===== src/rtl/gsrd_pkg.sv =====
// Shared constants, codes and types of the grouped sparse row dot block.
`default_nettype none
package gsrd_pkg;

    localparam int LANES      = 4;
    localparam int LANE_W     = $clog2(LANES);
    localparam int X_DEPTH    = 1024;
    localparam int XA_W       = $clog2(X_DEPTH);
    localparam int BANK_DEPTH = X_DEPTH / LANES;
    localparam int BA_W       = $clog2(BANK_DEPTH);

    localparam int TYPE_W = 2;
    localparam int IDX_W  = 10;
    localparam int VAL_W  = 16;
    localparam int COL_W  = ((IDX_W > XA_W) ? IDX_W : XA_W) + 1;
    localparam int PROD_W = 2 * VAL_W;
    localparam int GRP_W  = PROD_W + LANE_W;
    localparam int ACC_W  = 48;
    localparam int SUM_W  = ACC_W + 1;
    localparam int ROW_W  = 16;

    localparam int Q_DEPTH = 4;
    localparam int Q_AW    = $clog2(Q_DEPTH);

    localparam logic [TYPE_W-1:0] REQ_LOAD  = 2'd0;
    localparam logic [TYPE_W-1:0] REQ_GROUP = 2'd1;
    localparam logic [TYPE_W-1:0] REQ_EMPTY = 2'd2;

    typedef enum logic [1:0] {
        OP_LOAD,
        OP_GROUP,
        OP_EMPTY
    } t_op;

    // One classified request as it travels from the front to the back.
    typedef struct packed {
        t_op                             op;
        logic [LANES-1:0]                bank_we;
        logic [BA_W-1:0]                 wr_addr;
        logic [VAL_W-1:0]                wr_data;
        logic [LANES-1:0][BA_W-1:0]      rd_addr;
        logic [LANE_W-1:0]               rot;
        logic [LANES-1:0]                lane_ok;
        logic [LANES-1:0][VAL_W-1:0]     lane_val;
        logic                            last;
    } t_cmd;

endpackage
`default_nettype wire


===== src/rtl/gsrd_if.sv =====
// Request and result channel interfaces of the grouped sparse row dot block.
`default_nettype none
interface gsrd_req_if;
    logic                                   valid;
    logic                                   ready;
    logic [gsrd_pkg::TYPE_W-1:0]            req_type;
    logic [gsrd_pkg::IDX_W-1:0]             x_index;
    logic signed [gsrd_pkg::VAL_W-1:0]      x_value;
    logic [gsrd_pkg::IDX_W-1:0]             window_start;
    logic signed [gsrd_pkg::VAL_W-1:0]      lane_value_0;
    logic signed [gsrd_pkg::VAL_W-1:0]      lane_value_1;
    logic signed [gsrd_pkg::VAL_W-1:0]      lane_value_2;
    logic signed [gsrd_pkg::VAL_W-1:0]      lane_value_3;
    logic                                   row_last;

    modport source (
        output valid, req_type, x_index, x_value, window_start,
               lane_value_0, lane_value_1, lane_value_2, lane_value_3, row_last,
        input  ready
    );
    modport sink (
        input  valid, req_type, x_index, x_value, window_start,
               lane_value_0, lane_value_1, lane_value_2, lane_value_3, row_last,
        output ready
    );
endinterface

`default_nettype wire


===== src/rtl/gsrd_front.sv =====
// Front end: accepts requests, drops the ones that do nothing, and works out bank addresses.
`default_nettype none
module gsrd_front (
    input  wire logic         i_clear_done,
    input  wire logic         i_q_full,
    gsrd_req_if.sink          i_req,
    output logic              o_push,
    output gsrd_pkg::t_cmd    o_cmd
);
    logic keep;

    assign i_req.ready = !i_q_full && i_clear_done;

    always_comb begin
        logic [gsrd_pkg::COL_W-1:0]  start;
        logic [gsrd_pkg::COL_W-1:0]  idx;
        logic [gsrd_pkg::COL_W-1:0]  col;
        logic [gsrd_pkg::LANE_W-1:0] k;

        start = gsrd_pkg::COL_W'(i_req.window_start);
        idx   = gsrd_pkg::COL_W'(i_req.x_index);

        o_cmd          = '0;
        o_cmd.wr_data  = i_req.x_value;
        o_cmd.bank_we  = gsrd_pkg::LANES'(1) << idx[gsrd_pkg::LANE_W-1:0];
        o_cmd.wr_addr  = idx[gsrd_pkg::XA_W-1:gsrd_pkg::LANE_W];
        o_cmd.rot      = start[gsrd_pkg::LANE_W-1:0];
        o_cmd.last     = i_req.row_last;
        o_cmd.lane_val[0] = i_req.lane_value_0;
        o_cmd.lane_val[1] = i_req.lane_value_1;
        o_cmd.lane_val[2] = i_req.lane_value_2;
        o_cmd.lane_val[3] = i_req.lane_value_3;

        // Each bank holds the columns with its own low address bits, so every
        // window touches each bank exactly once.
        for (int b = 0; b < gsrd_pkg::LANES; b++) begin
            k   = gsrd_pkg::LANE_W'(b) - start[gsrd_pkg::LANE_W-1:0];
            col = start + gsrd_pkg::COL_W'(k);
            o_cmd.rd_addr[b] = col[gsrd_pkg::XA_W-1:gsrd_pkg::LANE_W];
            o_cmd.lane_ok[b] = (start + gsrd_pkg::COL_W'(b))
                               < gsrd_pkg::COL_W'(gsrd_pkg::X_DEPTH);
        end

        unique case (i_req.req_type)
            gsrd_pkg::REQ_LOAD: begin
                o_cmd.op = gsrd_pkg::OP_LOAD;
                keep     = idx < gsrd_pkg::COL_W'(gsrd_pkg::X_DEPTH);
            end
            gsrd_pkg::REQ_GROUP: begin
                o_cmd.op = gsrd_pkg::OP_GROUP;
                keep     = 1'b1;
            end
            gsrd_pkg::REQ_EMPTY: begin
                o_cmd.op = gsrd_pkg::OP_EMPTY;
                keep     = 1'b1;
            end
            default: begin
                o_cmd.op = gsrd_pkg::OP_LOAD;
                keep     = 1'b0;
            end
        endcase
    end

    assign o_push = i_req.valid && i_req.ready && keep;
endmodule
`default_nettype wire


===== src/flat_wrapper.sv =====
// flat-port wrapper written by rule: the top's interface ports become plain ports
module gsrd_front_flat 
  (i_clear_done, i_q_full, o_push, o_cmd, i_req_valid, i_req_req_type, i_req_x_index, i_req_x_value, i_req_window_start, i_req_lane_value_0, i_req_lane_value_1, i_req_lane_value_2, i_req_lane_value_3, i_req_row_last, i_req_ready);
  gsrd_req_if i_req_i ();
  input  wire logic i_clear_done;
  input  wire logic i_q_full;
  output logic o_push;
  output gsrd_pkg::t_cmd o_cmd;
  input wire logic [$bits(i_req_i.valid)-1:0] i_req_valid;
  input wire logic [$bits(i_req_i.req_type)-1:0] i_req_req_type;
  input wire logic [$bits(i_req_i.x_index)-1:0] i_req_x_index;
  input wire logic [$bits(i_req_i.x_value)-1:0] i_req_x_value;
  input wire logic [$bits(i_req_i.window_start)-1:0] i_req_window_start;
  input wire logic [$bits(i_req_i.lane_value_0)-1:0] i_req_lane_value_0;
  input wire logic [$bits(i_req_i.lane_value_1)-1:0] i_req_lane_value_1;
  input wire logic [$bits(i_req_i.lane_value_2)-1:0] i_req_lane_value_2;
  input wire logic [$bits(i_req_i.lane_value_3)-1:0] i_req_lane_value_3;
  input wire logic [$bits(i_req_i.row_last)-1:0] i_req_row_last;
  output wire logic [$bits(i_req_i.ready)-1:0] i_req_ready;
  assign i_req_i.valid = i_req_valid;
  assign i_req_i.req_type = i_req_req_type;
  assign i_req_i.x_index = i_req_x_index;
  assign i_req_i.x_value = i_req_x_value;
  assign i_req_i.window_start = i_req_window_start;
  assign i_req_i.lane_value_0 = i_req_lane_value_0;
  assign i_req_i.lane_value_1 = i_req_lane_value_1;
  assign i_req_i.lane_value_2 = i_req_lane_value_2;
  assign i_req_i.lane_value_3 = i_req_lane_value_3;
  assign i_req_i.row_last = i_req_row_last;
  assign i_req_ready = i_req_i.ready;
  gsrd_front u_core (.i_clear_done(i_clear_done), .i_q_full(i_q_full), .i_req(i_req_i), .o_push(o_push), .o_cmd(o_cmd));
endmodule

===== config.mk =====
export PLATFORM = sky130hd
export DESIGN_NAME = gsrd_front_flat
export DESIGN_NICKNAME = d
export VERILOG_FILES = /design/src/rtl/gsrd_pkg.sv /design/src/rtl/gsrd_if.sv /design/src/rtl/gsrd_front.sv /design/src/flat_wrapper.sv
export SDC_FILE = /design/constraint.sdc
export NUM_CORES = 1
export LEC_CHECK = 0
export BUFFER_PORTS_ARGS = -buffer_cell sky130_fd_sc_hd__buf_2
export CELL_PAD_IN_SITES_DETAIL_PLACEMENT = 2
export CELL_PAD_IN_SITES_GLOBAL_PLACEMENT = 2
export CORE_ASPECT_RATIO = 1.1
export CORE_UTILIZATION = 11
export DETAILED_ROUTE_END_ITERATION = 10
export PLACE_DENSITY_LB_ADDON = 0.1
export SYNTH_ARGS = -nofsm -noshare
export SYNTH_HDL_FRONTEND = slang
export SYNTH_SLANG_ARGS = --single-unit

===== constraint.sdc =====
create_clock -name vclk -period 5.1
set_input_delay 1.02 -clock vclk [all_inputs]
set_output_delay 1.02 -clock vclk [all_outputs]
set_load 0.01 [all_outputs]

==> metrics.log <==
[metrics] outcome: finished, final reports clean
[metrics] ant diodes: 0
[metrics] share of total power in combinational logic: 100.0%
[metrics] # nets final: 252
[metrics] chain of cells forming the critical path: buf_2 > inv_1 > ha_1 > xnor2_2 > a31oi_4 > nor3_2 > xor2_1 > buf_2
[metrics] worst-path maximum fanout: 5
[metrics] max cap viols: 0
[metrics] Seq cells: 0
[metrics] cell repeated most along the worst path: sky130_fd_sc_hd__buf_2
[metrics] final-report setup violation count: 0
[metrics] quantity of hold-fixing buffers added after cts: 0
[metrics] maximum number of pins on one net before global-route repair: 14
[metrics] Leak Pwr: around 0.46 nW
[metrics] Fmax achieved: roughly 280 MHz
[metrics] IR drop worst, VDD: approximately 0.016 mV
[metrics] register share of total power: 0%
[metrics] Post-Synthesis Net Count: ~290
[metrics] total iterations of the first detailed-routing run: 2
[metrics] top-level port count: 241
[metrics] top cells by area in the synthesized netlist: sky130_fd_sc_hd__buf_4, sky130_fd_sc_hd__xnor2_1, sky130_fd_sc_hd__xor2_1, sky130_fd_sc_hd__ha_1, sky130_fd_sc_hd__nand2_1
[metrics] slowest CP cell: sky130_fd_sc_hd__ha_1
[metrics] post-cts repair resize count: 0
[metrics] effective utilization at floorplan: between 10% and 20%
[metrics] routed wire length: 3.53 mm
[metrics] required time at the worst-slack endpoint: between 4000 and 5000 ps
[metrics] power per unit of standard cell area: 84.0 mW/mm²
[metrics] Mapped Cells: 183
[metrics] average wire per cell in the routed design: ~12 µm
[metrics] clk_buf instances: 0
[metrics] routed via count divided by cell count: between 2 and 3
[metrics] share of layout cells above drive strength 1: between 40% and 50%
[metrics] count of buffers from port buffering: a little over 60
[metrics] kind of end point of the critical path: output port
[metrics] hold_ws: ~2000 ps
[metrics] count of routing violations after the opening detailed-route iteration: 11
[metrics] Post-Synthesis Cell Area: about 0.0013 mm²
[metrics] Worst EP arrival: between 2000 and 3000 ps
[metrics] share of the synthesized area in the top cell type: between 50% and 60%
[metrics] Rows: 41
[metrics] total net switching power: just over 0.05 mW
[metrics] post-layout util: 8.88%
[metrics] total power consumption of the routed design: slightly below 0.09 mW
[metrics] Syn-to-layout area delta: -21.8%
[metrics] leading cell types in the layout, fill and taps excluded: sky130_fd_sc_hd__buf_2, sky130_fd_sc_hd__xnor2_1, sky130_fd_sc_hd__nand2_1, sky130_fd_sc_hd__xor2_1, sky130_fd_sc_hd__nand3_1
[metrics] post-DP HPWL: about 3.0 mm
[metrics] type of the worst min-delay path: in2out
[metrics] wire length of the first global-routing pass: around 5.2 mm
[metrics] Post-DRT Antenna Nets: 0
[metrics] type of the worst setup path: in2out
[metrics] area of the core: roughly 0.012 mm²
[metrics] area of all sequential standard cells: 0 µm²
[metrics] leading area contributor after synthesis: sky130_fd_sc_hd__buf_4
[metrics] gr usage total: 5.31%
[metrics] net switching fraction of the power: approximately three fifths
[metrics] DRC violations left: 0
[metrics] startpoint type of the worst setup path: input pin
[metrics] post-synth cell types: 22
[metrics] maximum cell stage delay along the critical path: between 300 and 400 ps
[metrics] Synth Warn #: 0
[metrics] final worst-path cycle share: a little over two thirds
[metrics] antenna violations before repair: 0
[metrics] setup fix buffers added after clock tree synthesis: 0
[metrics] final weighted congestion in routability-driven placement: ~0.64
[metrics] final instance area: ~0.0010 mm²
[metrics] GR Overflow Total: 0
[metrics] sequential area share after synthesis: 0%
[metrics] Setup Total Neg Slack: 0 ps
[metrics] unrepaired setup endpoints after global routing: false
[metrics] minimum clock period after layout: 3560 ps
[metrics] Cell Area, Placed: ~0.001 mm²
[metrics] vias in the first global route: between 900 and 1,000
[metrics] height of the chip: about 120 µm
[metrics] Mean Syn Cell Area: between 7 and 8 µm²
[metrics] die footprint: around 0.012 mm²
[metrics] final hold violations: 0
[metrics] die boundary width: about 110 µm
[metrics] number of max-slew violations in the final report: 0
[metrics] total via count in the routed design: around 860
[metrics] Clk pwr share: 0%
[metrics] cell-internal power: ~0.035 mW
[metrics] commonest non-fill, non-tap cell in the layout: sky130_fd_sc_hd__buf_2
power groups by stage:
stage               Sequential, mW  Clock (mW)  Combinational [mW]
finish                           0           0              0.0865
global route                     0           0              0.0979
CTS                              0           0              0.0911
detailed placement               0           0              0.0907
global placement                 0           0              0.0897
floorplan                        0           0               0.127
layer usage:
| metal | track usage [%] | wire (µm) |
|---|---|---|
| met5 | 0 | 0 |
| met4 | 2.41 | 115 |
| met3 | 0.775 | 362 |
| met2 | 9.57 | 1680 |
| met1 | 6.25 | 1370 |
cell usage after synthesis, drive strengths merged:
cell,instances
nand2b,1
conb,1
clkbuf,1
a31oi,1
xor2,9
nor3,3
and2,2
o21ai,1
xnor2,14
ha,5
nor2,7
nand3,8
and3,2
nand4,2
buf,105
nand2,12
nor2b,5
inv,2
or3,2
kinds of logic (layout without fill, tap and decap cells):
logic type / count (synthesis) / in the layout / share of synthesized area (%)
AO/OA/AOI/OAI: 2 / 2 / 2.28
AND/OR/NAND/NOR: 44 / 44 / 16.6
buffers and inverters: 108 / 64 / 60.2
XOR/XNOR: 23 / 23 / 15.9
other: 1 / 1 / 0.285
adder cells (fa/ha/maj): 5 / 5 / 4.75
final timing paths:
check,to,cells past startpoint,start,slack [ps]
worst max-delay path,o_cmd[92],8,i_req_window_start[0],1540
worst min-delay path,o_cmd[0],0,i_req_row_last,2040
area by class of cell:
type	count	area, µm²
fillers	1431	10600
inverters	2	7.51
multi-input cells	75	524
well taps	150	188
repair buffers	62	310
worst max-delay path: cells and delay by family:
family,cells,cell delay [ps]
AOI/OAI and AO/OA,1,140
xor gates and xnor gates,2,410
adders and majority gates,1,330
buffers and inverters,3,400
and+or+nand+nor,1,230
metrics by stage:
| stage | setup WS, ps | instances |
|---|---|---|
| 6_report | 1540 | 289 |
| 2_1_floorplan | 1900 | 183 |
| 5_1_grt | 1360 | 289 |
| 4_1_cts | 1480 | 289 |
| 3_5_place_dp | 1480 | 289 |
| 3_3_place_gp | 1570 | 289 |
Note: power is estimated with default switching activity, not from simulation.
