==> src/rtl/gsrd_pkg.sv <==
// Shared constants, codes and types of the grouped sparse row dot block.
`default_nettype none
package gsrd_pkg;

    localparam int LANES      = 4;
    localparam int LANE_W     = $clog2(LANES);
    localparam int X_DEPTH    = 1024;
    localparam int XA_W       = $clog2(X_DEPTH);
    localparam int BANK_DEPTH = X_DEPTH / LANES;
    localparam int BA_W       = $clog2(BANK_DEPTH);

    localparam int TYPE_W = 2;
    localparam int IDX_W  = 10;
    localparam int VAL_W  = 16;
    localparam int COL_W  = ((IDX_W > XA_W) ? IDX_W : XA_W) + 1;
    localparam int PROD_W = 2 * VAL_W;
    localparam int GRP_W  = PROD_W + LANE_W;
    localparam int ACC_W  = 48;
    localparam int SUM_W  = ACC_W + 1;
    localparam int ROW_W  = 16;

    localparam int Q_DEPTH = 4;
    localparam int Q_AW    = $clog2(Q_DEPTH);

    localparam logic [TYPE_W-1:0] REQ_LOAD  = 2'd0;
    localparam logic [TYPE_W-1:0] REQ_GROUP = 2'd1;
    localparam logic [TYPE_W-1:0] REQ_EMPTY = 2'd2;

    typedef enum logic [1:0] {
        OP_LOAD,
        OP_GROUP,
        OP_EMPTY
    } t_op;

    // One classified request as it travels from the front to the back.
    typedef struct packed {
        t_op                             op;
        logic [LANES-1:0]                bank_we;
        logic [BA_W-1:0]                 wr_addr;
        logic [VAL_W-1:0]                wr_data;
        logic [LANES-1:0][BA_W-1:0]      rd_addr;
        logic [LANE_W-1:0]               rot;
        logic [LANES-1:0]                lane_ok;
        logic [LANES-1:0][VAL_W-1:0]     lane_val;
        logic                            last;
    } t_cmd;

endpackage
`default_nettype wire

==> src/rtl/gsrd_queue.sv <==
// Short command queue between the front end and the back end.
`default_nettype none
module gsrd_queue (
    input  wire logic            i_clk,
    input  wire logic            i_rst_n,
    input  wire logic            i_push,
    input  wire gsrd_pkg::t_cmd  i_cmd,
    input  wire logic            i_pop,
    output logic                 o_full,
    output logic                 o_valid,
    output gsrd_pkg::t_cmd       o_cmd
);
    gsrd_pkg::t_cmd                r_mem [gsrd_pkg::Q_DEPTH];
    logic [gsrd_pkg::Q_AW-1:0]     r_wr;
    logic [gsrd_pkg::Q_AW-1:0]     r_rd;
    logic [gsrd_pkg::Q_AW:0]       r_cnt;
    logic [gsrd_pkg::Q_AW:0]       n_cnt;
    logic                          do_pop;

    assign o_full  = r_cnt == (gsrd_pkg::Q_AW + 1)'(gsrd_pkg::Q_DEPTH);
    assign o_valid = r_cnt != '0;
    assign o_cmd   = r_mem[r_rd];
    assign do_pop  = i_pop && o_valid;

    always_comb begin
        n_cnt = r_cnt;
        if (i_push && !do_pop) begin
            n_cnt = r_cnt + 1'b1;
        end else if (!i_push && do_pop) begin
            n_cnt = r_cnt - 1'b1;
        end
    end

    always_ff @(posedge i_clk) begin
        if (!i_rst_n) begin
            r_wr  <= '0;
            r_rd  <= '0;
            r_cnt <= '0;
        end else begin
            r_cnt <= n_cnt;
            if (i_push) begin
                r_wr <= r_wr + 1'b1;
            end
            if (do_pop) begin
                r_rd <= r_rd + 1'b1;
            end
        end
    end

    always_ff @(posedge i_clk) begin
        if (i_push) begin
            r_mem[r_wr] <= i_cmd;
        end
    end
endmodule
`default_nettype wire

==> config.mk <==
export PLATFORM = sky130hd
export DESIGN_NAME = gsrd_queue
export DESIGN_NICKNAME = d
export VERILOG_FILES = /design/src/rtl/gsrd_pkg.sv /design/src/rtl/gsrd_queue.sv
export SDC_FILE = /design/constraint.sdc
export NUM_CORES = 1
export LEC_CHECK = 0
export BUFFER_PORTS_ARGS = -buffer_cell sky130_fd_sc_hd__buf_2
export CAP_MARGIN = 10
export CORE_ASPECT_RATIO = 1.2
export CORE_MARGIN = 8
export CORE_UTILIZATION = 35
export DETAILED_ROUTE_END_ITERATION = 8
export PLACE_DENSITY = 0.56
export REMOVE_ABC_BUFFERS = 1
export SLEW_MARGIN = 30
export SYNTH_ARGS = -nofsm -noshare
export SYNTH_HDL_FRONTEND = slang
export SYNTH_SLANG_ARGS = --single-unit
==> constraint.sdc <==
create_clock -name i_clk -period 6 [get_ports i_clk]
set_input_delay 1.5 -clock i_clk [delete_from_list [all_inputs] [get_ports i_clk]]
set_output_delay 1.5 -clock i_clk [all_outputs]
set_load 0.01 [all_outputs]
==> results of run 1 <==
[Yosys cell counts (all sizes together)]
| cell | instances |
|---|---|
| edfxtp | 532 |
| mux4 | 133 |
| buf | 24 |
| and2 | 9 |
| dfxtp | 9 |
| clkbuf | 6 |
| ha | 5 |
| inv | 3 |
| xnor2 | 3 |
| mux2i | 2 |
| nor2b | 2 |
| or3 | 2 |
| xor2 | 2 |
| a21boi | 1 |
| fa | 1 |
| nor3b | 1 |
| o21ai | 1 |
| o311ai | 1 |
| o31ai | 1 |
[layout make-up]
cell class / instances / area, um^2
Inverter: 3 / 11.3
Fill cell: 4830 / 32000
Tap cell: 727 / 910
Antenna cell: 4 / 10.0
Timing Repair Buffer: 289 / 1640
Multi-Input combinational cell: 164 / 3270
Clock buffer: 69 / 1470
Clock inverter: 31 / 246
Sequential cell: 541 / 16200
[worst min-delay path by stage]
stage	end	slack [ns]	cells past startpoint
floorplan	r_cnt[2]	0.49	2
global placement	r_cnt[2]	0.52	2
detailed placement	r_cnt[2]	0.53	2
CTS	r_cnt[2]	0.54	2
global route	r_cnt[2]	0.58	2
finish	r_cnt[2]	0.54	2
[flip-flops by register name (all words and copies together), names as in the netlist, named ones only]
signal  cells
r_cnt       3
r_mem     532
r_wr        2
r_rd        2
[power groups by stage]
stage               Sequential [mW]  Combinational (mW)  Clock (mW)
finish                         4.45                1.98        3.25
global route                   4.47                2.15        3.49
CTS                            4.45                2.06        3.36
detailed placement             4.53                2.05           0
global placement               4.53                2.05           0
floorplan                      4.72                1.20           0
[tightest hold or removal path, stage by stage (launching register included)]
cell and delay, ns:
dfxtp_1 0.34, o21ai_0 0.08, a21boi_0 0.07
[cells by family (layout without fill, tap and decap cells)]
| logic type | count (synthesis) | in the layout | synth area share [%] |
|---|---|---|---|
| XOR/XNOR | 5 | 5 | 0.223 |
| multiplexers | 135 | 135 | 15.4 |
| buffers and inverters | 33 | 392 | 1.07 |
| flip-flops | 541 | 541 | 82.3 |
| other | 0 | 4 | 0 |
| adder cells (fa/ha/maj) | 6 | 6 | 0.421 |
| AO/OA/AOI/OAI | 4 | 4 | 0.147 |
| AND/OR/NAND/NOR | 14 | 14 | 0.453 |
[metal layers]
layer	wire [um]	share of wire, %	GRT usage, %
met2	21300	51	22.5
met1	16300	39	15.0
met3	3090	7.4	4.33
met5	27	0.065	0
met4	822	2.0	3.52
==> impl_metrics.tcl, run 1 <==
set metrics [dict create \
    clockBufferDepth 3 \
    clk_latency_ns 0.59 \
    crit_path_end_kind "output pin" \
    yosysTopAreaCell "edfxtp_1" \
    placedCellCount 1724 \
    synthesis.area_um2 19600 \
    grt_pass1_vias 9700 \
    hp-class "flop to flop" \
    clkPwrFrac_pct 33.6 \
    worstPathRequired_ns 4.50 \
    postLayoutCellArea_um2 23700 \
    cts_max_level 2 \
    ant_nets 0 \
    ctsHoldBuffers 0 \
    period_needed_ns 4.18 \
    leakagePower_nw 7.83 \
    final_util_pct 42.5 \
    io_pins 272 \
    crit_slowest_cell "dfxtp_4" \
    antenna_found_initial 6 \
    drt-total-wl_mm 41.6 \
    fin_ws_ns 1.82 \
    drt_drc_violations_left 0 \
    p_int_mw 7.18 \
    drt_iter0_markers 446 \
    ys_types 20 \
    r2r-end "r_cnt[2]" \
    drv_slew 0 \
    layout_common_cells "edfxtp_1 (532), buf_2 (271), mux4_2 (133)" \
    wl_per_cell_um 22.8 \
    io_buffers 271 \
    syn-instance-count 738 \
    comb_power_share_pct 20.5 \
    start_kind "flop" \
    setup_tns_ns 0 \
    cts_root_buf "clkbuf_16" \
    netSwitchingFraction_pct 25.8 \
    die_w_um 232 \
    mostFrequentLayoutCell "edfxtp_1" \
    status "finished clean" \
    critPathCapture "o_cmd[14]" \
    yosys_warnings 0 \
    ys_top_cells_by_area "edfxtp_1 (81%), mux4_2 (15%), dfxtp_1 (0.92%)" \
    postCtsSetupBuffers 0 \
    grt_pass1_wl_mm 61.9 \
    grt_usage_pct 12.9 \
    grt_overflow 0 \
    worst_ir_drop_vdd_mv 0.263 \
    setup.worst_path.class "flop to output pin" \
    cts_buffers 54 \
    crit_chain "buf_4 > mux4_2 > buf_2" \
    seq_power_share_pct 45.9 \
    r2r_cells 7 \
    final_cells 1828 \
    fin_nets 1196 \
    cp.depth 3 \
    worstPathMaxFanout 41 \
    slew_headroom_pct 53.0 \
    drive_gt1_share_pct 46.6 \
    die-height_um 275 \
    finalSetupViolCount 0 \
    gp_congestion 0.688 \
    synthToLayoutAreaGrowth_pct 20.9 \
    p_per_area_nw_per_um2 408 \
    critPathArrivalTime_ns 2.68 \
    whs_ns 0.538 \
    rows 95 \
    place_ws_ns 2.35 \
    avgSynthCellArea_um2 26.6 \
    r2r_slack_ns 3.79 \
    p_sw_mw 2.50 \
    clock.fmax_mhz 239 \
    min_period_over_period_pct 69.7 \
    dr_total_vias 8745 \
    initial_core_util_pct 35.2 \
    critPathMaxStageDelay_ns 0.80 \
    final_hold_viol_count 0 \
    crit_family "buffers and inverters" \
    crit_buf_inv 2 \
    core_um2 55700 \
    place_area_um2 22000 \
    worstReg2RegStart "r_cnt[0]" \
    seq_area_frac_synth_pct 82.3 \
    skew_ns 0.0213 \
    tightest_slew_ns 0.706 \
    dp_hpwl_mm 25.6 \
    via_per_inst 4.78 \
    ys_ff_latch 541 \
    cts_tree "done" \
    grt_max_degree 64 \
    dr.pass1.iters 4 \
    synth_top_area_share_pct 81.4 \
    min_from "r_cnt[2]" \
    drv_cap 0 \
    cts_resized 0 \
    finalPower_mw 9.68 \
    rsz0062_at_grt "false" \
    fp.dieArea_um2 63900 \
    clk_pin_slew_ns 0.06 \
    clock_sinks 541 \
]
No activity file was read; power rests on OpenSTA's default activity.
==> run 2: changes to the inputs <==
--- a/config.mk
+++ b/config.mk
@@ -11,7 +11,7 @@
 export CORE_MARGIN = 8
 export CORE_UTILIZATION = 35
 export DETAILED_ROUTE_END_ITERATION = 8
-export PLACE_DENSITY = 0.56
+export PLACE_DENSITY = 0.58
 export REMOVE_ABC_BUFFERS = 1
 export SLEW_MARGIN = 30
 export SYNTH_ARGS = -nofsm -noshare
==> constraint.sdc (replaced) <==
create_clock -name i_clk -period 3.8 [get_ports i_clk]
set_input_delay 0.95 -clock i_clk [delete_from_list [all_inputs] [get_ports i_clk]]
set_output_delay 0.95 -clock i_clk [all_outputs]
set_load 0.01 [all_outputs]
==> impl_metrics.tcl, run 2 (synthesis gave the netlist of run 1 again) <==
set metrics [dict create \
    synthToLayoutAreaGrowth_pct 20.3 \
    critPathArrivalTime_ns 2.19 \
    grt_max_degree 87 \
    status "finished clean" \
    ant_nets 0 \
    worst_ir_drop_vdd_mv 0.418 \
    drv_slew 0 \
    clk_latency_ns 0.58 \
    rsz0062_at_grt "false" \
    layout_common_cells "edfxtp_1 (532), buf_2 (271), mux4_2 (133)" \
    cts_resized 0 \
    cts_root_buf "clkbuf_16" \
    worstPathMaxFanout 58 \
    r2r_slack_ns 1.66 \
    die-height_um 275 \
    reg.largest.list "r_mem x532, r_cnt x3" \
    cts_max_level 2 \
    period_needed_ns 3.14 \
    p_per_area_nw_per_um2 639 \
    drive_gt1_share_pct 45.4 \
    dp_hpwl_mm 24.2 \
    slew_headroom_pct 49.1 \
    largest_register "r_mem" \
    drv_cap 0 \
    r2r_cells 7 \
    cts_buffers 52 \
    final_util_pct 42.3 \
    worstPathRequired_ns 2.85 \
    start_kind "flop" \
    clk_pin_slew_ns 0.06 \
    min_period_over_period_pct 82.7 \
    tightest_slew_ns 0.764 \
    grt_usage_pct 12.4 \
    fillers 4817 \
    place_area_um2 22000 \
    clockBufferDepth 3 \
    postLayoutCellArea_um2 23600 \
    clock_sinks 541 \
    largest_reg_flops 532 \
    gp_congestion 0.684 \
    io_pins 272 \
    fp.dieArea_um2 63900 \
    antenna_found_initial 5 \
    drt_iter0_markers 548 \
    skew_ns 0.0141 \
    wl_per_cell_um 22.1 \
    dr_total_vias 8733 \
    via_per_inst 4.80 \
    io_buffers 271 \
    drt-total-wl_mm 40.2 \
    hp-class "flop to flop" \
    mostFrequentLayoutCell "edfxtp_1" \
    setup.worst_path.class "flop to output pin" \
    die_w_um 232 \
    clock.fmax_mhz 318 \
    rows 95 \
    final_hold_viol_count 0 \
    drt_drc_violations_left 0 \
    fin_nets 1190 \
    ctsHoldBuffers 0 \
    placedCellCount 1720 \
    postCtsSetupBuffers 0 \
    leakagePower_nw 7.76 \
    grt_pass1_wl_mm 60.1 \
    initial_core_util_pct 35.2 \
    dr.pass1.iters 4 \
    final_cells 1819 \
    core_um2 55700 \
    cts_tree "done" \
    finalSetupViolCount 0 \
    crit_path_end_kind "output pin" \
    grt_overflow 0 \
    whs_path_depth 2 \
    grt_pass1_vias 9451 \
]
## run 2: cell types whose count changed in the layout (fill, tap and decap cells not counted)
cell        change
clkinv_4        -3
buf_4           -4
clkinv_2        -7
clkinv_1        +9
bufinv_16       +1
clkbuf_8        -4
clkbuf_16       -2
diode_2         -1
inv_6           +3
clkinvlp_4      -1
## run 2: critical path, cell delays in order, from the launching register on
cell	delay (ns)
dfxtp_4	0.57
buf_12	0.35
mux4_2	0.42
buf_2	0.17
## run 2: layer usage
metal / track usage (%) / wire length [um] / part of all wire, %
met5: 0 / 27 / 0.067
met4: 3.65 / 844 / 2.1
met3: 3.33 / 2480 / 6.2
met2: 21.3 / 20600 / 51
met1: 15.3 / 16300 / 41
## run 2: layout make-up
cell class	count	area [um^2]	share of cell area, %
multi-input combinational	164	3270	13.9
tap	727	910	3.85
antenna	3	7.51	0.0318
inverter	3	11.3	0.0477
clock buffer	63	1360	5.78
sequential	541	16200	68.5
timing repair buffer	285	1610	6.83
clock inverter	33	268	1.13
## run 2: metrics by stage
step | setup slack, ns | setup TNS [ns] | power [mW] | hold slack [ns]
4_1_cts | 0.550 | 0 | 15.4 | 0.522
3_3_place_gp | 1.22 | 0 | 10.4 | 0.516
3_5_place_dp | 1.21 | 0 | 10.4 | 0.538
6_report | 0.659 | 0 | 15.1 | 0.548
5_1_grt | 0.520 | 0 | 15.8 | 0.540
2_1_floorplan | -3.34 | -818.10 | 9.05 | 0.490
## run 2: worst paths after layout
check / startpoint / end
hold / removal: r_cnt[2] / r_cnt[2]
hold reg to reg: r_cnt[2] / r_cnt[2]
setup reg to reg: r_cnt[1] / r_cnt[2]
setup / recovery: flop / o_cmd[20]
## run 2: where the power goes
part	leakage, nW	switching, mW	internal [mW]
clock network	0.789	2.11	2.82
registers	4.96	0.107	6.88
logic	2.01	1.62	1.55
total	7.76	3.84	11.2
==> run 3: changes to the inputs <==
--- a/config.mk
+++ b/config.mk
@@ -5,6 +5,7 @@
 export SDC_FILE = /design/constraint.sdc
 export NUM_CORES = 1
 export LEC_CHECK = 0
+export ABC_AREA = 1
 export BUFFER_PORTS_ARGS = -buffer_cell sky130_fd_sc_hd__buf_2
 export CAP_MARGIN = 10
 export CORE_ASPECT_RATIO = 1.2
==> constraint.sdc (replaced) <==
create_clock -name i_clk -period 2.8 [get_ports i_clk]
set_input_delay 0.7 -clock i_clk [delete_from_list [all_inputs] [get_ports i_clk]]
set_output_delay 0.7 -clock i_clk [all_outputs]
set_load 0.01 [all_outputs]
==> impl_metrics.tcl, run 3 <==
set metrics [dict create \
    grt_usage_pct 15.5 \
    synth_top_family_by_area "compound AO/OA/AOI/OAI gates" \
    finalSetupViolCount 0 \
    period_needed_ns 2.73 \
    cpMostUsedCell "buf_4" \
    clock_sinks 541 \
    dr_total_vias 12452 \
    crit_slowest_cell "dfxtp_4" \
    layout_common_cells "edfxtp_1 (532), nor2_1 (272), buf_2 (271)" \
    reg.largest.list "r_mem x532, r_cnt x3" \
    ctsHoldBuffers 0 \
    synth_compound_area_share_pct 10.9 \
    core_um2 57100 \
    drive_gt1_share_pct 24.6 \
    initial_core_util_pct 35.4 \
    crit_path_end_kind "output pin" \
    fin_nets 1792 \
    synthToLayoutAreaGrowth_pct 22.1 \
    clockBufferDepth 3 \
    via_per_inst 5.12 \
    start_kind "flop" \
    cts_max_level 2 \
    grt_pass1_wl_mm 78.3 \
    synth_ff_type "edfxtp_1" \
    largest_register "r_mem" \
    dp_hpwl_mm 30.4 \
    synth_top_area_share_pct 79.2 \
    synth_edf_count 532 \
    ant_nets 0 \
    slew_headroom_pct 65.4 \
    critPathArrivalTime_ns 2.03 \
    grt_overflow 0 \
    avgSynthCellArea_um2 15.0 \
    ys_top_cells_by_area "edfxtp_1 (79%), nor2_1 (5.1%), o22ai_1 (4.1%)" \
    drt_iter0_markers 733 \
    min_from "i_cmd[113]" \
    drv_cap 0 \
    synthesis.area_um2 20200 \
    seq_area_frac_synth_pct 80.0 \
    die-height_um 279 \
    status "finished clean" \
    crit_buf_inv 4 \
    worst_ir_drop_vdd_mv 0.535 \
    ys_ff_latch 541 \
    yosysTopAreaCell "edfxtp_1" \
    drt_drc_violations_left 0 \
    cts_buffers 52 \
    gp_congestion 0.743 \
    p_per_area_nw_per_um2 862 \
    largest_reg_flops 532 \
    worstPathRequired_ns 2.10 \
    synthAdderAreaFrac_pct 0.409 \
    mostFrequentLayoutCell "edfxtp_1" \
    leakagePower_nw 8.58 \
    fp.dieArea_um2 65600 \
    dr.pass1.iters 5 \
    hp-class "input pin to flop" \
    worstReg2RegStart "r_cnt[1]" \
    wl_per_cell_um 22.1 \
    crit_chain "buf_4 > buf_4 > clkbuf_16 > o21ai_0 > o22ai_2 > buf_2" \
    cp.depth 6 \
    postLayoutCellArea_um2 24600 \
    synthXorXnorAreaFrac_pct 0.0434 \
    setup.worst_path.class "flop to output pin" \
    antenna_found_initial 13 \
    grt_max_degree 65 \
    ys_types 21 \
    synthSimpleGateAreaFrac_pct 5.44 \
    min_period_over_period_pct 97.4 \
    tightest_slew_ns 0.520 \
    whs_path_depth 1 \
    synth_common_cells "edfxtp_1 (532), nor2_1 (272), o21ai_0 (152)" \
    syn-instance-count 1348 \
    clock.fmax_mhz 367 \
    crit_family "buffers and inverters" \
    final_util_pct 43.2 \
    cts_tree "done" \
    rows 96 \
    die_w_um 235 \
    synthArstFlopShare_pct 0 \
    place_area_um2 22500 \
    drt-total-wl_mm 53.8 \
    worstPathMaxFanout 32 \
    yosys_warnings 0 \
    muxShareOfSynthArea_pct 0 \
    io_buffers 271 \
    synth_most_common_cell "edfxtp_1" \
    clk_latency_ns 0.59 \
    clk_pin_slew_ns 0.07 \
    r2r_cells 12 \
    rsz0062_at_grt "false" \
    skew_ns 0.0194 \
    io_pins 272 \
    cts_root_buf "clkbuf_16" \
    critPathMaxStageDelay_ns 0.36 \
    final_hold_viol_count 0 \
    drv_slew 0 \
    grt_pass1_vias 12513 \
]
[run 3: timing repair]
action	CTS	global route
setup buffers	3	6
endpoints found under the setup margin	90	87
gates cloned	5	4
gates resized for setup	21	11
pin swaps	0	1
hold endpoints to repair	0	0
[run 3: per-layer routing]
| metal | track usage (%) | vias up | share of wire [%] |
|---|---|---|---|
| li1 | - | 5730 | - |
| met1 | 18.8 | 6254 | 42 |
| met2 | 26.9 | 379 | 50 |
| met3 | 3.96 | 79 | 6.4 |
| met4 | 4.66 | 10 | 2.0 |
| met5 | 0 | - | 0.11 |
[run 3: cell families (layout without fill, tap and decap cells)]
| family | count (synthesis) | count (layout) |
|---|---|---|
| AOI/OAI and AO/OA | 407 | 407 |
| xor gates and xnor gates | 1 | 1 |
| adders and majority gates | 6 | 6 |
| buffers and inverters | 102 | 444 |
| DFF | 541 | 541 |
| other | 0 | 8 |
| and+or+nand+nor | 291 | 291 |
[run 3: power by group]
part | total, mW | switching [mW] | internal, mW
Clock | 6.66 | 2.90 | 3.75
Combinational | 5.18 | 3.31 | 1.87
Sequential | 9.40 | 0.113 | 9.29
[run 3: layout make-up]
class | count | area (um^2)
clock buffer | 70 | 1390
fill | 5091 | 32400
sequential | 541 | 16200
clock inverter | 25 | 201
tap | 735 | 920
antenna | 8 | 20.0
timing repair buffer | 333 | 2410
multi-input combinational | 705 | 3420
inverter | 16 | 109
[run 3: per-stage QoR]
| step | hold slack [ns] | instances | TNS, ns | worst slack [ns] | total power [mW] |
|---|---|---|---|---|---|
| after floorplan | 0.465 | 1262 | -1197.66 | -5.14 | 12.1 |
| after global placement | 0.487 | 2313 | 0 | 0.456 | 14.2 |
| after detailed placement | 0.512 | 2313 | 0 | 0.442 | 14.3 |
| after CTS | 0.282 | 2416 | -0.169 | -0.0853 | 21.4 |
| after global routing | 0.294 | 2429 | 0 | 0.000835 | 22.2 |
| final | 0.324 | 2433 | 0 | 0.0732 | 21.2 |
[run 3: final timing paths]
path	to	slack, ns
hold reg to reg	r_rd[0]	0.52
setup reg to reg	r_cnt[2]	1.00
hold / removal	r_mem[3][113]	0.32
setup / recovery	o_cmd[5]	0.07
